### src/hdl/sliding_hamming_distance_unit_defines.svh
// Assertion macros used by the sliding Hamming distance unit RTL.
`ifndef SLIDING_HAMMING_DISTANCE_UNIT_DEFINES_SVH
`define SLIDING_HAMMING_DISTANCE_UNIT_DEFINES_SVH
`ifndef SYNTHESIS
`define SHD_ASSERT(label, prop) \
  label: assert property (@(posedge clk) disable iff (rst) prop) \
    else $error("shd assertion failed");
`define SHD_ASSERT_ANY(label, prop) \
  label: assert property (@(posedge clk) prop) \
    else $error("shd assertion failed");
`else
`define SHD_ASSERT(label, prop)
`define SHD_ASSERT_ANY(label, prop)
`endif
`endif

### src/hdl/shd_pkg.sv
// Types and constants of the sliding Hamming distance unit.
`default_nettype none
package shd_pkg;
  localparam int POS_W = 6;
  localparam int MAX_PATTERN = 1 << POS_W;
  localparam int SYM_W = 7;
  localparam int LEN_W = 7;
  localparam int SEEN_W = 31;
  localparam logic [SEEN_W-1:0] SEEN_MAX = {SEEN_W{1'b1}};
  localparam int GROUP_W = 8;

  localparam logic CMD_LOAD = 1'b0;
  localparam logic CMD_TEXT = 1'b1;

  typedef struct packed {
    logic shift;
    logic rotate;
    logic load;
    logic in_use;
  } cell_ctrl_t;
endpackage
`default_nettype wire

### src/hdl/shd_if.sv
// Request and result channels of the sliding Hamming distance unit.
`default_nettype none
interface shd_in_if;
  logic                      valid;
  logic                      ready;
  logic                      cmd;
  logic [shd_pkg::POS_W-1:0] position;
  logic [shd_pkg::SYM_W-1:0] symbol;
  logic                      text_last;

  modport source (output valid, cmd, position, symbol, text_last, input ready);
  modport sink (input valid, cmd, position, symbol, text_last, output ready);
endinterface

interface shd_out_if;
  logic                       valid;
  logic                       ready;
  logic [shd_pkg::SEEN_W-1:0] alignment;
  logic [shd_pkg::LEN_W-1:0]  distance;
  logic                       final_alignment;

  modport source (output valid, alignment, distance, final_alignment, input ready);
  modport sink (input valid, alignment, distance, final_alignment, output ready);
endinterface
`default_nettype wire

### src/hdl/shd_cell.sv
// One window cell: a text tap, its pattern symbol and the compare.
`default_nettype none
module shd_cell (
  input  wire logic                      clk,
  input  wire shd_pkg::cell_ctrl_t       ctrl,
  input  wire logic [shd_pkg::SYM_W-1:0] new_sym,
  input  wire logic [shd_pkg::SYM_W-1:0] neighbour_sym,
  input  wire logic [shd_pkg::SYM_W-1:0] neighbour_pat,
  output logic      [shd_pkg::SYM_W-1:0] tap,
  output logic      [shd_pkg::SYM_W-1:0] pattern,
  output logic                           match
);
  // text moves one cell towards the oldest end; the pattern ring turns the same way
  always_ff @(posedge clk) begin
    if (ctrl.shift) begin
      tap <= neighbour_sym;
    end
    if (ctrl.rotate) begin
      pattern <= neighbour_pat;
    end else if (ctrl.load) begin
      pattern <= new_sym;
    end
  end

  assign match = ctrl.in_use && (tap == pattern);
endmodule
`default_nettype wire

### src/hdl/shd_tally.sv
// Registered match count: popcount per group of cells, then a group sum.
`default_nettype none
module shd_tally #(
  parameter int N = 64
) (
  input  wire logic                      clk,
  input  wire logic                      en,
  input  wire logic [N-1:0]              match,
  output logic      [$clog2(N+1)-1:0]    total
);
  localparam int GROUPS = (N + shd_pkg::GROUP_W - 1) / shd_pkg::GROUP_W;
  localparam int GC_W = $clog2(shd_pkg::GROUP_W + 1);
  localparam int TOT_W = $clog2(N + 1);

  logic [GROUPS*shd_pkg::GROUP_W-1:0] padded;
  logic [GC_W-1:0] group_cnt [GROUPS];
  logic [GC_W-1:0] group_next [GROUPS];

  always_comb begin
    padded = '0;
    padded[N-1:0] = match;
  end

  always_comb begin
    for (int g = 0; g < GROUPS; g++) begin
      group_next[g] = '0;
      for (int b = 0; b < shd_pkg::GROUP_W; b++) begin
        group_next[g] = group_next[g] + GC_W'(padded[g*shd_pkg::GROUP_W + b]);
      end
    end
  end

  always_ff @(posedge clk) begin
    if (en) begin
      group_cnt <= group_next;
    end
  end

  always_comb begin
    total = '0;
    for (int g = 0; g < GROUPS; g++) begin
      total = total + TOT_W'(group_cnt[g]);
    end
  end
endmodule
`default_nettype wire

### src/hdl/sliding_hamming_distance_unit.sv
// Sliding Hamming distance unit: a row of window cells against a stored pattern.
// Pipeline: an accepted text request moves through the cell taps, then the tally's group
// counts, then the result registers. Throughput: one request per cycle; the
// shift/count/output pipeline stalls as a whole on result back-pressure, and a length
// write holds off requests while the pattern ring turns one cell per cycle.
// Reset: synchronous; clears the symbol count and valids, length 1; cells not reset.
`default_nettype none
`include "sliding_hamming_distance_unit_defines.svh"
module sliding_hamming_distance_unit (
  input  wire logic                      clk,
  input  wire logic                      rst,
  input  wire logic                      cfg_we,
  input  wire logic [shd_pkg::LEN_W-1:0] cfg_wdata,
  shd_in_if.sink                         item,
  shd_out_if.source                      result
);
  localparam int TOT_W = $clog2(shd_pkg::MAX_PATTERN + 1);

  logic                       adv;
  logic                       acc;
  logic                       acc_text;
  logic                       acc_load;
  logic [shd_pkg::LEN_W-1:0]  len_eff;
  logic [shd_pkg::POS_W-1:0]  pat_off;
  logic [shd_pkg::POS_W-1:0]  off_tgt;
  logic                       rot;
  logic [shd_pkg::POS_W-1:0]  load_cell;
  logic [shd_pkg::SEEN_W-1:0] seen;
  logic [shd_pkg::SEEN_W-1:0] seen_inc;

  logic                       s0_text;
  logic [shd_pkg::SEEN_W-1:0] s0_seen;
  logic                       s0_last;

  logic                       a_valid;
  logic [shd_pkg::SEEN_W-1:0] a_align;
  logic                       a_last;

  logic [shd_pkg::SYM_W-1:0]  tap [shd_pkg::MAX_PATTERN];
  logic [shd_pkg::SYM_W-1:0]  pat [shd_pkg::MAX_PATTERN];
  logic [shd_pkg::MAX_PATTERN-1:0] match;
  logic [TOT_W-1:0]           total;

  // pattern position 0 sits in cell pat_off; the newest text symbol is in the last cell
  assign off_tgt = shd_pkg::POS_W'(shd_pkg::LEN_W'(shd_pkg::MAX_PATTERN) - len_eff);
  assign rot = (pat_off != off_tgt);

  assign adv = !result.valid || result.ready;
  assign item.ready = adv && !rot;
  assign acc = item.valid && adv && !rot;
  assign acc_text = acc && (item.cmd == shd_pkg::CMD_TEXT);
  assign acc_load = acc && (item.cmd == shd_pkg::CMD_LOAD);
  assign load_cell = item.position + pat_off;
  assign seen_inc = (seen == shd_pkg::SEEN_MAX) ? seen : seen + 1'b1;

  always_ff @(posedge clk) begin
    if (rst) begin
      len_eff <= shd_pkg::LEN_W'(1);
    end else if (cfg_we) begin
      if (cfg_wdata == '0) begin
        len_eff <= shd_pkg::LEN_W'(1);
      end else if (32'(cfg_wdata) > shd_pkg::MAX_PATTERN) begin
        len_eff <= shd_pkg::LEN_W'(shd_pkg::MAX_PATTERN);
      end else begin
        len_eff <= cfg_wdata;
      end
    end
  end

  // each turn of the ring moves pattern position 0 down by one cell
  always_ff @(posedge clk) begin
    if (rst) begin
      pat_off <= shd_pkg::POS_W'(shd_pkg::MAX_PATTERN - 1);
    end else if (rot) begin
      pat_off <= pat_off - 1'b1;
    end
  end

  // cell i holds the text symbol accepted MAX_PATTERN-1-i text requests ago
  for (genvar i = 0; i < shd_pkg::MAX_PATTERN; i++) begin : g_cell
    shd_pkg::cell_ctrl_t     ctrl;
    logic [shd_pkg::SYM_W-1:0] neighbour;

    if (i == shd_pkg::MAX_PATTERN - 1) begin : g_end
      assign neighbour = item.symbol;
    end else begin : g_mid
      assign neighbour = tap[i+1];
    end

    assign ctrl.shift  = acc_text;
    assign ctrl.rotate = rot;
    assign ctrl.load   = acc_load && (32'(load_cell) == i);
    assign ctrl.in_use = (32'(pat_off) <= i);

    shd_cell u_cell (
      .clk           (clk),
      .ctrl          (ctrl),
      .new_sym       (item.symbol),
      .neighbour_sym (neighbour),
      .neighbour_pat (pat[(i + 1) % shd_pkg::MAX_PATTERN]),
      .tap           (tap[i]),
      .pattern       (pat[i]),
      .match         (match[i])
    );
  end

  shd_tally #(.N(shd_pkg::MAX_PATTERN)) u_tally (
    .clk   (clk),
    .en    (adv),
    .match (match),
    .total (total)
  );

  always_ff @(posedge clk) begin
    if (rst) begin
      seen <= '0;
    end else if (acc_text) begin
      seen <= item.text_last ? '0 : seen_inc;
    end
  end

  always_ff @(posedge clk) begin
    if (rst) begin
      s0_text <= 1'b0;
      a_valid <= 1'b0;
      result.valid <= 1'b0;
    end else if (adv) begin
      s0_text <= acc_text;
      a_valid <= s0_text && (s0_seen >= shd_pkg::SEEN_W'(len_eff));
      result.valid <= a_valid;
    end
  end

  always_ff @(posedge clk) begin
    if (adv) begin
      s0_seen <= seen_inc;
      s0_last <= item.text_last;
      a_align <= s0_seen - shd_pkg::SEEN_W'(len_eff);
      a_last <= s0_last;
      result.alignment <= a_align;
      result.distance <= len_eff - shd_pkg::LEN_W'(total);
      result.final_alignment <= a_last;
    end
  end

  `SHD_ASSERT(a_dist_bound, result.valid |-> (result.distance <= len_eff))
  `SHD_ASSERT(a_len_range, (len_eff != '0) && (32'(len_eff) <= shd_pkg::MAX_PATTERN))
  `SHD_ASSERT(a_last_clears, (acc_text && item.text_last) |=> (seen == '0))
  `SHD_ASSERT(a_result_src, $rose(result.valid) |-> $past(a_valid))
  `SHD_ASSERT(a_ring_step, rot |=> (pat_off == $past(pat_off) - 1'b1))
endmodule
`default_nettype wire
### src/flat_wrapper.sv
// flat-port wrapper written by rule: the top's interface ports become plain ports
module sliding_hamming_distance_unit_flat 
  (clk, rst, cfg_we, cfg_wdata, item_valid, item_cmd, item_position, item_symbol, item_text_last, item_ready, result_valid, result_alignment, result_distance, result_final_alignment, result_ready);
  shd_in_if item_i ();
  shd_out_if result_i ();
  input  wire logic clk;
  input  wire logic rst;
  input  wire logic cfg_we;
  input  wire logic [shd_pkg::LEN_W-1:0] cfg_wdata;
  input wire logic [$bits(item_i.valid)-1:0] item_valid;
  input wire logic [$bits(item_i.cmd)-1:0] item_cmd;
  input wire logic [$bits(item_i.position)-1:0] item_position;
  input wire logic [$bits(item_i.symbol)-1:0] item_symbol;
  input wire logic [$bits(item_i.text_last)-1:0] item_text_last;
  output wire logic [$bits(item_i.ready)-1:0] item_ready;
  output wire logic [$bits(result_i.valid)-1:0] result_valid;
  output wire logic [$bits(result_i.alignment)-1:0] result_alignment;
  output wire logic [$bits(result_i.distance)-1:0] result_distance;
  output wire logic [$bits(result_i.final_alignment)-1:0] result_final_alignment;
  input wire logic [$bits(result_i.ready)-1:0] result_ready;
  assign item_i.valid = item_valid;
  assign item_i.cmd = item_cmd;
  assign item_i.position = item_position;
  assign item_i.symbol = item_symbol;
  assign item_i.text_last = item_text_last;
  assign item_ready = item_i.ready;
  assign result_valid = result_i.valid;
  assign result_alignment = result_i.alignment;
  assign result_distance = result_i.distance;
  assign result_final_alignment = result_i.final_alignment;
  assign result_i.ready = result_ready;
  sliding_hamming_distance_unit u_core (.clk(clk), .rst(rst), .cfg_we(cfg_we), .cfg_wdata(cfg_wdata), .item(item_i), .result(result_i));
endmodule
### config.mk
export PLATFORM = sky130hd
export DESIGN_NAME = sliding_hamming_distance_unit_flat
export DESIGN_NICKNAME = d
export VERILOG_FILES = /design/src/hdl/shd_pkg.sv /design/src/hdl/shd_if.sv /design/src/hdl/shd_cell.sv /design/src/hdl/shd_tally.sv /design/src/hdl/sliding_hamming_distance_unit.sv /design/src/flat_wrapper.sv
export VERILOG_INCLUDE_DIRS = /design/src /design/src/hdl
export SDC_FILE = /design/constraint.sdc
export NUM_CORES = 2
export LEC_CHECK = 0
export BUFFER_PORTS_ARGS = -buffer_cell sky130_fd_sc_hd__buf_4
export CORE_UTILIZATION = 57
export DETAILED_ROUTE_END_ITERATION = 16
export HOLD_SLACK_MARGIN = 0.03
export PLACE_DENSITY = 0.78
export SLEW_MARGIN = 20
export SYNTH_ARGS = -nofsm -noshare
export SYNTH_HDL_FRONTEND = slang
export SYNTH_SLANG_ARGS = --single-unit
### constraint.sdc
create_clock -name clk -period 12.2 [get_ports clk]
set_input_delay 0 -clock clk [delete_from_list [all_inputs] [get_ports clk]]
set_output_delay 0 -clock clk [all_outputs]
set_load 0.005 [all_outputs]
==> results.txt <==
- Clock Tree Buf Depth: 3
* Global routing usage on met1: 0.353
- Total core area: 81800 um2
- Number of different library cells in the post-synthesis netlist: 65
* Cell-internal power: 0.00846 W
- Clock period minus worst slack: between 5 and 6 ns
* Fraction of met2 tracks used by global routing: 0.413
- Of the total power, the share spent switching nets is 0.294.
- For the final routed database, the setup TNS stands at 0 ns.
- Post-synth ARST share: 0
- Synthesis handed over a netlist of 3162 instances.
* Static Leakage: 20.6 nW
- By area the synthesized netlist is led by sky130_fd_sc_hd__edfxtp_1, sky130_fd_sc_hd__a21o_1, sky130_fd_sc_hd__xnor2_1.
* Post-route fraction of the period consumed by the critical path: 0.439
- Clock tree from TritonCTS: built
- Setup repair after global routing left no endpoint under its margin.
- Using the TritonRoute via totals, the vias-per-cell ratio works out to 6.19.
- From synthesis to final layout, the design area changed by 11.1%.
* Clock Root Buffer: sky130_fd_sc_hd__clkbuf_16
- Fmax: 0.187 GHz
- Clock power frac: 0.271
- Clock-pin slew was measured on the worst setup and hold paths at 0.06 ns.
- Worst EP required: 12.50 ns
* Slowest stage cell on the critical path: sky130_fd_sc_hd__buf_4
- Count of nets after finishing: 3389
* Initial Util: 0.575
* Global placement routability congestion: 0.904
* Max-capacitance violation count: 0
* Max H-tree Level: 3
* Pin count of the biggest net entering global routing: 256
* Worst slack, placed: roughly 6.8 ns
* Data arrival time of the worst path: 5.65 ns
- Number of remaining DRC errors: 0
- Comb pwr share: 0.219
- Mean instance size in the synthesized netlist: 14.9 um2
- Area share of the largest cell type after synthesis: 0.658
- TritonCTS created 106 clock buffers.
* Number of setup violations in the final report: 0
- sky130_fd_sc_hd__edfxtp_1 takes more of the synthesized area than any other cell.
- The count of buffers added on input and output ports is 67.
- Via count of the first global-routing pass: 27700
- After synthesis the cells add up to 47100 um2.
- CTS saw 1078 sinks.
- For this run, the slowest stage of the critical path takes 0.91 ns.
* Die Width: about 290 um
- Summed over all nets, the switching power comes to roughly 0.0035 W.
* Fraction of layout instances using a drive strength above 1: 0.0845
* Post-synthesis sequential element count: 1078
- Maximum clock skew at final layout: 0.0299 ns
- After the first detailed-routing iteration, the DRC count stood at 3062.
- In this run the core area contains 105 standard-cell rows.
- Synthesis produced a netlist with a net count of 3303.
- Overall track demand over capacity in global routing: 0.259
- The worst-case IR drop observed on VDD is ~0.17 mV.
- The share of total power dissipated in sequential elements is 0.510.
- Design Area, Final: roughly 52000 um2
- The die covers 83700 um2.
* Die outline height: 289 um
- For this block, the routed nets add up to 107000 um of wire.
* Count of nets left with antenna violations after detail routing: 0
* Global routing met3 resource utilization: 0.0582
- The flow ran to the end, and the final reports show no timing, DRC or antenna violations.
- Yosys printed 0 warnings.
* Final hold vios: 0
- Slew at the pin with the worst max-slew slack: 1.19 ns
- The first global-routing pass estimated 163000 um of wire.
- Worst slew slack as a fraction of its limit: 0.202
- The clock reaches the later pin of the worst-skew pair after 0.68 ns.
- Number of flops mapped to enable cells by yosys: just over 1000
- STA classifies the critical path endpoint as a register.
- The final-report max-slew violation count came to 0.
- Number of ports placed on the die boundary: 68
- Primary flip-flop cell chosen by synthesis mapping: sky130_fd_sc_hd__edfxtp_1
- Post-synthesis sequential area ratio: 0.678
* Cell Area, Placed: 48500 um2
- The worst setup path is of the reg -> reg kind.
- First-pass DRT Iterations: 8
- The routed layout has 27300 vias.
- PD cells: around 230 nW/um2
- WL per Instance: 24.3 um
* CP Cell Sequence: inv_1 -> ha_1 -> xor2_1 -> or4_1 -> a221oi_4 -> nand2_2 -> inv_8 -> buf_12 -> buf_4
- The path class of the tightest hold or removal check is in -> reg.
- Setup slack closes at 6.84 ns.
- Initial antenna violation count: 1
- Busiest grt layer: met2
- Overflow left after global routing: 0
- Startpoint kind of the worst setup timing path: register
- Final HPWL DP: 68400 um
- In this run the worst path has a maximum fanout of 166.
## layer usage
metal	wire (um)	share of wire
met5	13	0.00012
met2	50900	0.48
met1	42500	0.40
met4	2900	0.027
met3	10700	0.10
## worst paths after layout
check,to,cells after the start,startpoint,slack [ns]
setup / recovery,u_core.g_cell[18].u_cell.tap[6]$_DFFE_PP_,9,u_core.len_eff[1]$_SDFFE_PP0P_,6.84
setup reg to reg,u_core.g_cell[18].u_cell.tap[6]$_DFFE_PP_,9,u_core.len_eff[1]$_SDFFE_PP0P_,6.84
hold reg to reg,u_core.result.alignment[7]$_DFFE_PN_,0,u_core.a_align[7]$_DFFE_PN_,0.40
hold / removal,u_core.g_cell[63].u_cell.tap[4]$_DFFE_PP_,2,item_symbol[4],0.06
## cells in the final DEF (no fill, tap or decap), types with 7 or more instances in the layout
cell type	count
sky130_fd_sc_hd__a211oi_1	7
sky130_fd_sc_hd__nand2_1	76
sky130_fd_sc_hd__o21ai_0	79
sky130_fd_sc_hd__inv_1	110
sky130_fd_sc_hd__nor4_1	57
sky130_fd_sc_hd__or3_1	8
sky130_fd_sc_hd__clkbuf_16	106
sky130_fd_sc_hd__and3_1	19
sky130_fd_sc_hd__a31oi_1	21
sky130_fd_sc_hd__o21ai_1	45
sky130_fd_sc_hd__xnor2_1	275
sky130_fd_sc_hd__nand3_1	49
sky130_fd_sc_hd__buf_4	91
sky130_fd_sc_hd__dfxtp_1	46
sky130_fd_sc_hd__xor2_1	256
sky130_fd_sc_hd__nor3_1	39
sky130_fd_sc_hd__and2_1	13
sky130_fd_sc_hd__clkinv_1	24
sky130_fd_sc_hd__clkbuf_1	22
sky130_fd_sc_hd__a2111oi_0	7
sky130_fd_sc_hd__o31ai_1	12
sky130_fd_sc_hd__nand4_1	68
sky130_fd_sc_hd__o21a_1	9
sky130_fd_sc_hd__dlygate4sd3_1	28
sky130_fd_sc_hd__fa_1	62
sky130_fd_sc_hd__nor2b_1	15
sky130_fd_sc_hd__a21o_1	454
sky130_fd_sc_hd__nand2b_1	12
sky130_fd_sc_hd__and2_2	7
sky130_fd_sc_hd__ha_1	52
sky130_fd_sc_hd__bufinv_16	11
sky130_fd_sc_hd__nor2_1	54
sky130_fd_sc_hd__or4_1	10
sky130_fd_sc_hd__edfxtp_1	1031
sky130_fd_sc_hd__a21oi_1	52
sky130_fd_sc_hd__clkinv_2	18
## synth_stat cells (all sizes together) (15+ instances only)
cell type and count:
xnor2 275, nand4 68, and2 22, a31oi 21
nor2 55, nor2b 15, xor2 256, clkbuf 88
buf 58, o21ai 124, nand3 49, dfxtp 47
fa 62, nor4 57, ha 52, edfxtp 1031
a21o 454, a21oi 53, nor3 40, and3 19
inv 112, nand2 77
## registers in the layout, summed over array words and instances (netlist names)
register and cells:
u_core.a_valid 1, u_core.a_align 31, u_core.s0_text 1, u_core.u_tally.group_cnt 32
u_core.result.distance 7, u_core.a_last 1, u_core.s0_last 1, u_core.result.valid 1
u_core.len_eff 7, u_core.result.alignment 31, u_core.result.final_alignment 1, u_core.pat_off 6
u_core.g_cell.u_cell.tap 448, u_core.seen 31, u_core.s0_seen 31, u_core.g_cell.u_cell.pattern 448
## layout make-up
type | count | area, um2
antenna | 1 | 2.50
clock buffer | 129 | 2750
clock inverter | 69 | 711
fill | 5662 | 29600
inverter | 112 | 433
multi-input combinational | 1826 | 14100
sequential | 1078 | 31900
tap | 1070 | 1340
timing repair buffer | 124 | 1050
## kinds of logic (layout without fill, tap and decap cells)
family / Yosys count / count (layout) / share of synthesized area
DFF: 1078 / 1078 / 0.678
buffers and inverters: 258 / 434 / 0.0236
muxes: 5 / 5 / 0.00117
other: 0 / 1 / 0
and+or+nand+nor: 455 / 455 / 0.0526
adders and majority gates: 114 / 114 / 0.0402
xor gates and xnor gates: 531 / 531 / 0.0988
AOI/OAI and AO/OA: 721 / 721 / 0.106
## power groups by stage
| stage | combinational [W] | clock (W) | sequential [W] |
|---|---|---|---|
| floorplan | 0.00188 | 0 | 0.00600 |
| global placement | 0.00247 | 0 | 0.00612 |
| detailed placement | 0.00255 | 0 | 0.00616 |
| CTS | 0.00260 | 0.00329 | 0.00611 |
| global route | 0.00283 | 0.00343 | 0.00620 |
| finish | 0.00262 | 0.00325 | 0.00612 |
## worst max-delay path: cells and delay by family (launching register included)
family	cells	cell delay (ns)
buffers and inverters	4	2.33
adders and majority gates	1	0.32
DFF	1	0.47
and+or+nand+nor	2	0.93
AOI/OAI and AO/OA	1	0.35
xor gates and xnor gates	1	0.17
## stage by stage
step,utilization,hold WS (ns),instances,total power (W)
6_report,0.639,0.0572,4409,0.0120
5_1_grt,0.639,0.0569,4408,0.0125
4_1_cts,0.638,0.0334,4407,0.0120
3_5_place_dp,0.593,0.186,4181,0.00871
3_3_place_gp,0.592,0.186,4181,0.00859
2_1_floorplan,-,0.0989,3162,0.00787
## repair_timing
item,4_1_cts,5_1_grt
hold buffers,28,0
endpoints found under the hold margin,40,0
endpoints found under the setup margin,0,0
buffers inserted,0,0
resized for setup,0,0
Note: power is estimated with default switching activity, not from simulation.
